$ cat src/sv/sljx_pkg.sv
`default_nettype none
// ----------------------------------------------------------------------------
// sljx_pkg
// Shared types and constants of the sync, length and XOR frame parser.
// ----------------------------------------------------------------------------
package sljx_pkg;

  localparam int unsigned ByteW   = 8;
  localparam int unsigned CountW  = 9;
  localparam int unsigned StatusW = 2;

  localparam logic [ByteW-1:0]  SyncReset = 8'hAA;
  localparam logic [CountW-1:0] CountMax  = 9'd511;
  localparam logic [CountW:0]   MinFrame  = 10'd4;

  // header byte positions
  localparam logic [CountW-1:0] PosSync = 9'd0;
  localparam logic [CountW-1:0] PosCid  = 9'd1;
  localparam logic [CountW-1:0] PosLen  = 9'd2;
  localparam logic [CountW-1:0] PosData = 9'd3;

  localparam logic KindPayload = 1'b0;
  localparam logic KindStatus  = 1'b1;

  localparam logic [StatusW-1:0] StatusOk     = 2'd0;
  localparam logic [StatusW-1:0] StatusLenErr = 2'd1;
  localparam logic [StatusW-1:0] StatusDatErr = 2'd2;

  typedef struct packed {
    logic               kind;
    logic [ByteW-1:0]   payload_byte;
    logic [ByteW-1:0]   payload_index;
    logic [ByteW-1:0]   command_id;
    logic [ByteW-1:0]   payload_length;
    logic [StatusW-1:0] status;
  } result_t;

endpackage
`default_nettype wire

$ cat src/sv/sljx_if.sv
`default_nettype none
// ----------------------------------------------------------------------------
// sljx_if
// Valid/ready channels of the frame parser: byte input and result output.
// ----------------------------------------------------------------------------
interface sljx_in_if;
  logic       valid;
  logic       ready;
  logic [7:0] data_byte;
  logic       end_of_frame;

  modport source (output valid, output data_byte, output end_of_frame, input ready);
  modport sink   (input valid, input data_byte, input end_of_frame, output ready);
endinterface

interface sljx_out_if;
  logic       valid;
  logic       ready;
  logic       kind;
  logic [7:0] payload_byte;
  logic [7:0] payload_index;
  logic [7:0] command_id;
  logic [7:0] payload_length;
  logic [1:0] status;

  modport source (output valid, output kind, output payload_byte, output payload_index,
                  output command_id, output payload_length, output status, input ready);
  modport sink   (input valid, input kind, input payload_byte, input payload_index,
                  input command_id, input payload_length, input status, output ready);
endinterface
`default_nettype wire

$ cat src/sv/sljx_parser.sv
`default_nettype none
// ----------------------------------------------------------------------------
// sljx_parser
// Frame state (count, XOR, header bytes) and the per-byte result decode.
// ----------------------------------------------------------------------------
module sljx_parser (
  input  wire logic                      clk_i,
  input  wire logic                      rst_ni,
  input  wire logic                      fire_i,
  input  wire logic [sljx_pkg::ByteW-1:0] data_byte_i,
  input  wire logic                      end_of_frame_i,
  input  wire logic [sljx_pkg::ByteW-1:0] sync_byte_i,
  output logic                           res_valid_o,
  output sljx_pkg::result_t              res_o
);

  logic [sljx_pkg::CountW-1:0] count_q, count_d;
  logic [sljx_pkg::ByteW-1:0]  xor_q, xor_d;
  logic                        sync_q, sync_d;
  logic [sljx_pkg::ByteW-1:0]  cid_q, cid_d;
  logic [sljx_pkg::ByteW-1:0]  len_q, len_d;

  logic [sljx_pkg::CountW-1:0] rel_pos;
  logic [sljx_pkg::CountW:0]   frame_size;
  logic [sljx_pkg::CountW:0]   want_size;
  logic                        in_payload;

  assign rel_pos    = count_q - sljx_pkg::PosData;
  assign frame_size = {1'b0, count_q} + 10'd1;
  assign want_size  = sljx_pkg::MinFrame + {2'b00, len_q};
  assign in_payload = sync_q && (count_q >= sljx_pkg::PosData)
                      && (rel_pos < {1'b0, len_q});

  always_comb begin
    count_d     = count_q;
    xor_d       = xor_q;
    sync_d      = sync_q;
    cid_d       = cid_q;
    len_d       = len_q;
    res_valid_o = 1'b0;
    res_o       = '0;
    if (fire_i) begin
      if (!end_of_frame_i) begin
        if (count_q == sljx_pkg::PosSync) begin
          sync_d = (data_byte_i == sync_byte_i);
        end else begin
          xor_d = xor_q ^ data_byte_i;
        end
        if (count_q == sljx_pkg::PosCid) begin
          cid_d = data_byte_i;
        end
        if (count_q == sljx_pkg::PosLen) begin
          len_d = data_byte_i;
        end
        if (count_q < sljx_pkg::CountMax) begin
          count_d = count_q + 9'd1;
        end
        // header bytes never satisfy in_payload, so stored values are current
        res_valid_o          = in_payload;
        res_o.kind           = sljx_pkg::KindPayload;
        res_o.payload_byte   = data_byte_i;
        res_o.payload_index  = rel_pos[sljx_pkg::ByteW-1:0];
        res_o.command_id     = cid_q;
        res_o.payload_length = len_q;
        res_o.status         = sljx_pkg::StatusOk;
      end else begin
        res_valid_o          = 1'b1;
        res_o.kind           = sljx_pkg::KindStatus;
        res_o.command_id     = (count_q == sljx_pkg::PosCid) ? data_byte_i : cid_q;
        res_o.payload_length = (count_q == sljx_pkg::PosLen) ? data_byte_i : len_q;
        if (frame_size < sljx_pkg::MinFrame) begin
          res_o.status = sljx_pkg::StatusLenErr;
        end else if (!sync_q) begin
          res_o.status = sljx_pkg::StatusDatErr;
        end else if (frame_size != want_size) begin
          res_o.status = sljx_pkg::StatusLenErr;
        end else if (xor_q != data_byte_i) begin
          res_o.status = sljx_pkg::StatusDatErr;
        end else begin
          res_o.status = sljx_pkg::StatusOk;
        end
        count_d = '0;
        xor_d   = '0;
        sync_d  = 1'b0;
        cid_d   = '0;
        len_d   = '0;
      end
    end
  end

  always_ff @(posedge clk_i or negedge rst_ni) begin
    if (!rst_ni) begin
      count_q <= '0;
      xor_q   <= '0;
      sync_q  <= 1'b0;
      cid_q   <= '0;
      len_q   <= '0;
    end else begin
      count_q <= count_d;
      xor_q   <= xor_d;
      sync_q  <= sync_d;
      cid_q   <= cid_d;
      len_q   <= len_d;
    end
  end

endmodule
`default_nettype wire

$ cat src/sv/sljx_out_skid.sv
`default_nettype none
// ----------------------------------------------------------------------------
// sljx_out_skid
// Result register with a skid entry so the input side never waits on a
// combinational ready from the receiver.
// ----------------------------------------------------------------------------
module sljx_out_skid (
  input  wire logic              clk_i,
  input  wire logic              rst_ni,
  input  wire logic              push_i,
  input  sljx_pkg::result_t      push_data_i,
  output logic                   space_o,
  output logic                   valid_o,
  input  wire logic              ready_i,
  output sljx_pkg::result_t      data_o
);

  logic              main_vld_q, main_vld_d;
  logic              skid_vld_q, skid_vld_d;
  sljx_pkg::result_t main_q, main_d;
  sljx_pkg::result_t skid_q, skid_d;

  assign space_o = !skid_vld_q;
  assign valid_o = main_vld_q;
  assign data_o  = main_q;

  always_comb begin
    main_vld_d = main_vld_q;
    skid_vld_d = skid_vld_q;
    main_d     = main_q;
    skid_d     = skid_q;
    if (ready_i || !main_vld_q) begin
      main_vld_d = skid_vld_q || push_i;
      main_d     = skid_vld_q ? skid_q : push_data_i;
      skid_vld_d = 1'b0;
    end else if (push_i) begin
      // main entry stalled: park the new request
      skid_vld_d = 1'b1;
      skid_d     = push_data_i;
    end
  end

  always_ff @(posedge clk_i or negedge rst_ni) begin
    if (!rst_ni) begin
      main_vld_q <= 1'b0;
      skid_vld_q <= 1'b0;
    end else begin
      main_vld_q <= main_vld_d;
      skid_vld_q <= skid_vld_d;
    end
  end

  always_ff @(posedge clk_i) begin
    main_q <= main_d;
    skid_q <= skid_d;
  end

endmodule
`default_nettype wire

$ cat src/sv/sync_length_xor_frame_parser.sv
`default_nettype none
// ----------------------------------------------------------------------------
// sync_length_xor_frame_parser
// Byte-wise parser for sync / id / length / payload / XOR-checksum frames.
// ----------------------------------------------------------------------------
// Usage:
//   in_i takes one frame byte per request, end_of_frame set on the last one.
//   out_o gives zero or one result per input request: a payload byte
//   (kind 0) for each byte inside the declared payload of a frame whose sync
//   byte matched, and one status (kind 1) on the last byte of every frame.
//   cfg_we_i / cfg_wdata_i write the expected sync byte (0xAA after reset);
//   the value is sampled when byte 0 of a frame arrives.
// Timing:
//   One byte per cycle while the output buffer has room. Results are registered
//   in the main entry, or in the skid entry while the main one is stalled; the
//   decode sits between frame state and result register. Two entries keep in_i
//   ready while one result waits; in_i drops ready only when both are full.
// Reset:
//   Frame state and output buffer are cleared, sync byte returns to 0xAA.
// ----------------------------------------------------------------------------
module sync_length_xor_frame_parser (
  input  wire logic        clk_i,
  input  wire logic        rst_ni,
  sljx_in_if.sink          in_i,
  sljx_out_if.source       out_o,
  input  wire logic        cfg_we_i,
  input  wire logic [7:0]  cfg_wdata_i
);

  logic [sljx_pkg::ByteW-1:0] sync_q;
  logic                       space;
  logic                       fire;
  logic                       res_valid;
  sljx_pkg::result_t          res;
  sljx_pkg::result_t          out_data;

  always_ff @(posedge clk_i or negedge rst_ni) begin
    if (!rst_ni) begin
      sync_q <= sljx_pkg::SyncReset;
    end else if (cfg_we_i) begin
      sync_q <= cfg_wdata_i;
    end
  end

  assign in_i.ready = space;
  assign fire       = in_i.valid && space;

  sljx_parser u_parser (
    .clk_i          (clk_i),
    .rst_ni         (rst_ni),
    .fire_i         (fire),
    .data_byte_i    (in_i.data_byte),
    .end_of_frame_i (in_i.end_of_frame),
    .sync_byte_i    (sync_q),
    .res_valid_o    (res_valid),
    .res_o          (res)
  );

  sljx_out_skid u_out (
    .clk_i       (clk_i),
    .rst_ni      (rst_ni),
    .push_i      (res_valid),
    .push_data_i (res),
    .space_o     (space),
    .valid_o     (out_o.valid),
    .ready_i     (out_o.ready),
    .data_o      (out_data)
  );

  assign out_o.kind           = out_data.kind;
  assign out_o.payload_byte   = out_data.payload_byte;
  assign out_o.payload_index  = out_data.payload_index;
  assign out_o.command_id     = out_data.command_id;
  assign out_o.payload_length = out_data.payload_length;
  assign out_o.status         = out_data.status;

endmodule
`default_nettype wire

$ cat src/flat_wrapper.sv
// flat-port wrapper written by rule: the top's interface ports become plain ports
module sync_length_xor_frame_parser_flat 
  (clk_i, rst_ni, cfg_we_i, cfg_wdata_i, in_i_valid, in_i_data_byte, in_i_end_of_frame, in_i_ready, out_o_valid, out_o_kind, out_o_payload_byte, out_o_payload_index, out_o_command_id, out_o_payload_length, out_o_status, out_o_ready);
  sljx_in_if in_i_i ();
  sljx_out_if out_o_i ();
  input  wire logic clk_i;
  input  wire logic rst_ni;
  input  wire logic cfg_we_i;
  input  wire logic [7:0] cfg_wdata_i;
  input wire logic [$bits(in_i_i.valid)-1:0] in_i_valid;
  input wire logic [$bits(in_i_i.data_byte)-1:0] in_i_data_byte;
  input wire logic [$bits(in_i_i.end_of_frame)-1:0] in_i_end_of_frame;
  output wire logic [$bits(in_i_i.ready)-1:0] in_i_ready;
  output wire logic [$bits(out_o_i.valid)-1:0] out_o_valid;
  output wire logic [$bits(out_o_i.kind)-1:0] out_o_kind;
  output wire logic [$bits(out_o_i.payload_byte)-1:0] out_o_payload_byte;
  output wire logic [$bits(out_o_i.payload_index)-1:0] out_o_payload_index;
  output wire logic [$bits(out_o_i.command_id)-1:0] out_o_command_id;
  output wire logic [$bits(out_o_i.payload_length)-1:0] out_o_payload_length;
  output wire logic [$bits(out_o_i.status)-1:0] out_o_status;
  input wire logic [$bits(out_o_i.ready)-1:0] out_o_ready;
  assign in_i_i.valid = in_i_valid;
  assign in_i_i.data_byte = in_i_data_byte;
  assign in_i_i.end_of_frame = in_i_end_of_frame;
  assign in_i_ready = in_i_i.ready;
  assign out_o_valid = out_o_i.valid;
  assign out_o_kind = out_o_i.kind;
  assign out_o_payload_byte = out_o_i.payload_byte;
  assign out_o_payload_index = out_o_i.payload_index;
  assign out_o_command_id = out_o_i.command_id;
  assign out_o_payload_length = out_o_i.payload_length;
  assign out_o_status = out_o_i.status;
  assign out_o_i.ready = out_o_ready;
  sync_length_xor_frame_parser u_core (.clk_i(clk_i), .rst_ni(rst_ni), .in_i(in_i_i), .out_o(out_o_i), .cfg_we_i(cfg_we_i), .cfg_wdata_i(cfg_wdata_i));
endmodule
$ cat config.mk
export PLATFORM = sky130hd
export DESIGN_NAME = sync_length_xor_frame_parser_flat
export DESIGN_NICKNAME = d
export VERILOG_FILES = /design/src/sv/sljx_pkg.sv /design/src/sv/sljx_if.sv /design/src/sv/sljx_parser.sv /design/src/sv/sljx_out_skid.sv /design/src/sv/sync_length_xor_frame_parser.sv /design/src/flat_wrapper.sv
export SDC_FILE = /design/constraint.sdc
export NUM_CORES = 1
export LEC_CHECK = 0
export ABC_CLOCK_PERIOD_IN_PS = 8600
export BUFFER_PORTS_ARGS = -buffer_cell sky130_fd_sc_hd__buf_2
export CAP_MARGIN = 20
export CORE_UTILIZATION = 55
export CTS_BUF_LIST = sky130_fd_sc_hd__clkbuf_2
export CTS_CLUSTER_DIAMETER = 200
export DETAILED_ROUTE_END_ITERATION = 7
export GPL_TIMING_DRIVEN = 0
export PLACE_DENSITY = 0.74
export SETUP_SLACK_MARGIN = 0.15
export SLEW_MARGIN = 5
export SYNTH_ARGS = -nofsm -noshare
export SYNTH_HDL_FRONTEND = slang
export SYNTH_SLANG_ARGS = --single-unit
export TNS_END_PERCENT = 20
$ cat constraint.sdc
create_clock -name clk_i -period 8.6 [get_ports clk_i]
set_input_delay 1.29 -clock clk_i [delete_from_list [all_inputs] [get_ports clk_i]]
set_output_delay 1.29 -clock clk_i [all_outputs]
set_load 0.1 [all_outputs]
==> flow_summary.yaml <==
status:
  status: "completed"
clock_network:
  h-tree-depth: 4
  clkSlewWorstSetupHoldPaths_ps: 190
  postCtsSetupBuffers: 0
  cts_buffer_depth: 2
  cts_buffers: 17
  cts_resized: 0
  cts_root_buffer: "clkbuf_2"
  hold_buffers: 0
  clk_latency_ps: 640
  clock-sinks: 114
  cts_tree: "yes"
floorplan:
  die_area_mm2: 0.0106
  die_x_um: 103
  initial_utilization: 0.570
  dieHeight_um: 103
  io_pins: 59
  rows: 36
  core_area_mm2: 0.00982
sta:
  finClkSkew_ps: 29.0
  tns_ps: 0
  slew_headroom: 0.390
  tightest_slew_ps: 911
  finalHoldViolations: 0
  fmax_mhz: 270
  rsz0062_at_grt: "no"
  hold_ws_ps: 516
  min_period_over_period: 0.430
  setup_ws_ps: 4900
  drv_slew: 0
  finalCriticalPeriod_ps: 3700
  setup_viol: 0
routing:
  final_antenna_net_count: 0
  dr_total_vias: 4049
  routed_via_density: 5.84
  drtPass1Iterations: 6
  wl_mm: 11.9
  drt_first_iter_violations: 256
  drc: 0
  detail_route.wl_per_cell_um: 17.2
worst_setup_path:
  worst-setup-path-type: "register to register"
  critPathBufInv: 2
  crit_fanout: 22
  cp_top_family: "compound AO/OA/AOI/OAI gates"
  cp_data_arrival_time_ps: 4050
  reg2reg_from: "u_core.u_parser.count_q[0]$_DFFE_PN0P_"
  r2r_setup_slack_ps: 4900
  slowest_delay_ps: 650
  reg2regPathDepth: 10
  cp_slowest_cell: "dfrtp_1"
  startpoint_type: "register"
  reg2reg_to: "u_core.u_out.skid_q[5]$_DFFE_PP_"
  worstPathRequired_ps: 8950
  end_kind: "register"
  crit_chain: "inv_1, ha_1, ha_1, nor2b_1, o21ai_0, nand2b_1, a2111oi_0, o21ai_0, a21oi_4, buf_16"
flow_run:
  cap_violations: 0
yosys:
  synth_area_leader_cell: "edfxtp_1"
  synthArstFlopShare: 0.386
  synth-seq-cells: 114
  yosysSeqAreaShare: 0.573
  synth_edf_count: 70
  yosysWarnings: 0
  synth.avg_cell_area_um2: 11.8
  synth_top_area_frac: 0.375
  synth.net_count: 511
  ys_types: 50
  yosys-top-cells-area: "edfxtp_1, dfrtp_1, a22o_1, xnor2_1, a21o_1"
  synth_flop_cell: "edfxtp_1"
  syn_inst: 476
  syn_area_mm2: 0.00560
hold_path:
  min_path_cells: 1
  hp-class: "register to register"
  worstHoldEndpoint: "u_core.u_parser.xor_q[3]$_DFFE_PN0P_"
  hold_start: "u_core.u_parser.xor_q[3]$_DFFE_PN0P_"
place:
  dp_slack_ps: 4920
  port_buffers: 50
  gp_congestion: 0.883
  dp_hpwl_mm: 8.52
grt:
  grt_pass1_vias: 3800
  grt_usage: 0.241
  grt_start_max_net_pins: 45
  grt-ovfl-total: 0
  grt_pass1_wl_mm: 19.2
  antenna_found_initial: 0
finish:
  syn_to_final_growth_pct: 13.9
  fill_cells: 805
  fin_nets: 582
  final_util: 0.650
  diodes: 0
  drive_above_1_share: 0.200
power:
  powerDensity_mw_per_mm2: 256
  p_leak_nw: 2.81
  peakVddDrop_v: 0.000151
Yosys cell counts, types with 3 or more instances:
cell type	n
nor2_1	26
clkbuf_1	20
a21oi_1	16
a22o_1	33
ha_1	13
nor2b_1	4
nand3_1	10
o31ai_1	3
and2_1	13
nor4_1	4
inv_1	26
dfstp_2	4
dfrtp_1	40
xnor2_1	27
buf_2	6
xor2_1	9
a21o_1	23
nand4_1	4
a31oi_1	6
or3_1	4
nand2b_1	5
a222oi_1	10
nor3_1	7
mux2_2	8
o21ai_1	3
edfxtp_1	70
o21ai_0	29
nand2_1	25
worst max path at each step:
stage	startpoint	slack [ps]	to	cells after the start
3_3_place_gp	out_o_ready	2990	u_core.u_out.skid_q[31]$_DFFE_PP_	3
5_1_grt	u_core.u_parser.count_q[0]$_DFFE_PN0P_	4680	u_core.u_out.skid_q[29]$_DFFE_PP_	10
4_1_cts	u_core.u_parser.count_q[0]$_DFFE_PN0P_	4890	u_core.u_out.skid_q[5]$_DFFE_PP_	10
6_report	u_core.u_parser.count_q[0]$_DFFE_PN0P_	4900	u_core.u_out.skid_q[5]$_DFFE_PP_	10
3_5_place_dp	u_core.u_parser.count_q[0]$_DFFE_PN0P_	4920	u_core.u_out.skid_q[31]$_DFFE_PP_	10
2_1_floorplan	out_o_ready	4090	u_core.u_out.skid_q[0]$_DFFE_PP_	2
cell type report:
type / instances / area (µm²) / area share
multi-input combinational: 308 / 2190 / 0.343
buffer: 28 / 120 / 0.0188
tap: 133 / 166 / 0.0261
timing repair buffer: 52 / 305 / 0.0479
sequential: 114 / 3210 / 0.503
clock inverter: 14 / 203 / 0.0318
inverter: 26 / 97.6 / 0.0153
clock buffer: 18 / 90.1 / 0.0141
per-stage QoR:
step | std cells | cell area, µm² | power (mW)
after floorplan | 476 | 5600 | 1.12
after global placement | 659 | 6020 | 1.20
after global routing | 693 | 6380 | 1.71
after CTS | 692 | 6350 | 1.63
final | 693 | 6380 | 1.63
after detailed placement | 660 | 6060 | 1.22
metal layers:
metal  wire length [µm]  global-route usage
met5                  0                   0
met4                214              0.0899
met3                560              0.0434
met2               5650               0.388
met1               5480               0.329
cells in the final DEF (no fill, tap or decap), drive strengths merged, types with 3 or more instances in the layout:
| master | count |
|---|---|
| dfrtp | 40 |
| a21oi | 16 |
| clkinv | 4 |
| edfxtp | 70 |
| nand3 | 10 |
| o31ai | 3 |
| dfstp | 4 |
| a222oi | 10 |
| a22o | 33 |
| nor2 | 28 |
| nor4 | 5 |
| xor2 | 9 |
| ha | 13 |
| bufinv | 4 |
| a31oi | 6 |
| nand2 | 25 |
| clkbuf | 38 |
| nor3 | 7 |
| o21ai | 32 |
| nand2b | 5 |
| nor2b | 4 |
| mux2 | 8 |
| or3 | 4 |
| a21o | 23 |
| and2 | 13 |
| inv | 31 |
| nand4 | 4 |
| xnor2 | 27 |
| buf | 60 |
cells by family (layout without fill, tap and decap cells):
| kind of cell | after synthesis | count (layout) | synth area share |
|---|---|---|---|
| XOR/XNOR | 37 | 37 | 0.0603 |
| AND/OR/NAND/NOR | 114 | 114 | 0.106 |
| buffers and inverters | 54 | 138 | 0.0389 |
| multiplexers | 8 | 8 | 0.0161 |
| AO/OA/AOI/OAI | 136 | 136 | 0.177 |
| flip-flops | 114 | 114 | 0.573 |
| adder cells (fa/ha/maj) | 13 | 13 | 0.0290 |
sequential cells by signal (all words and copies together), names as in the netlist:
name,flops
u_core.u_parser.xor_q,8
u_core.u_parser.count_q,9
u_core.u_parser.sync_q,1
u_core.u_parser.len_q,8
u_core.u_parser.cid_q,8
u_core.u_out.data_o,35
u_core.u_out.skid_q,35
u_core.sync_q,8
u_core.u_out.skid_vld_q,1
u_core.u_out.valid_o,1
worst register-to-register path, delay by kind of cell (launching register included):
family	cells	cell delay, ps
AO/OA/AOI/OAI	4	1470
adder cells (fa/ha/maj)	2	660
flip-flops	1	650
buffers and inverters	2	420
AND/OR/NAND/NOR	2	220
power breakdown:
part	internal [mW]	switching [mW]
Combinational	0.144	0.378
Sequential	0.651	0.0368
Clock	0.198	0.223
No activity file was read; power rests on OpenSTA's default activity.
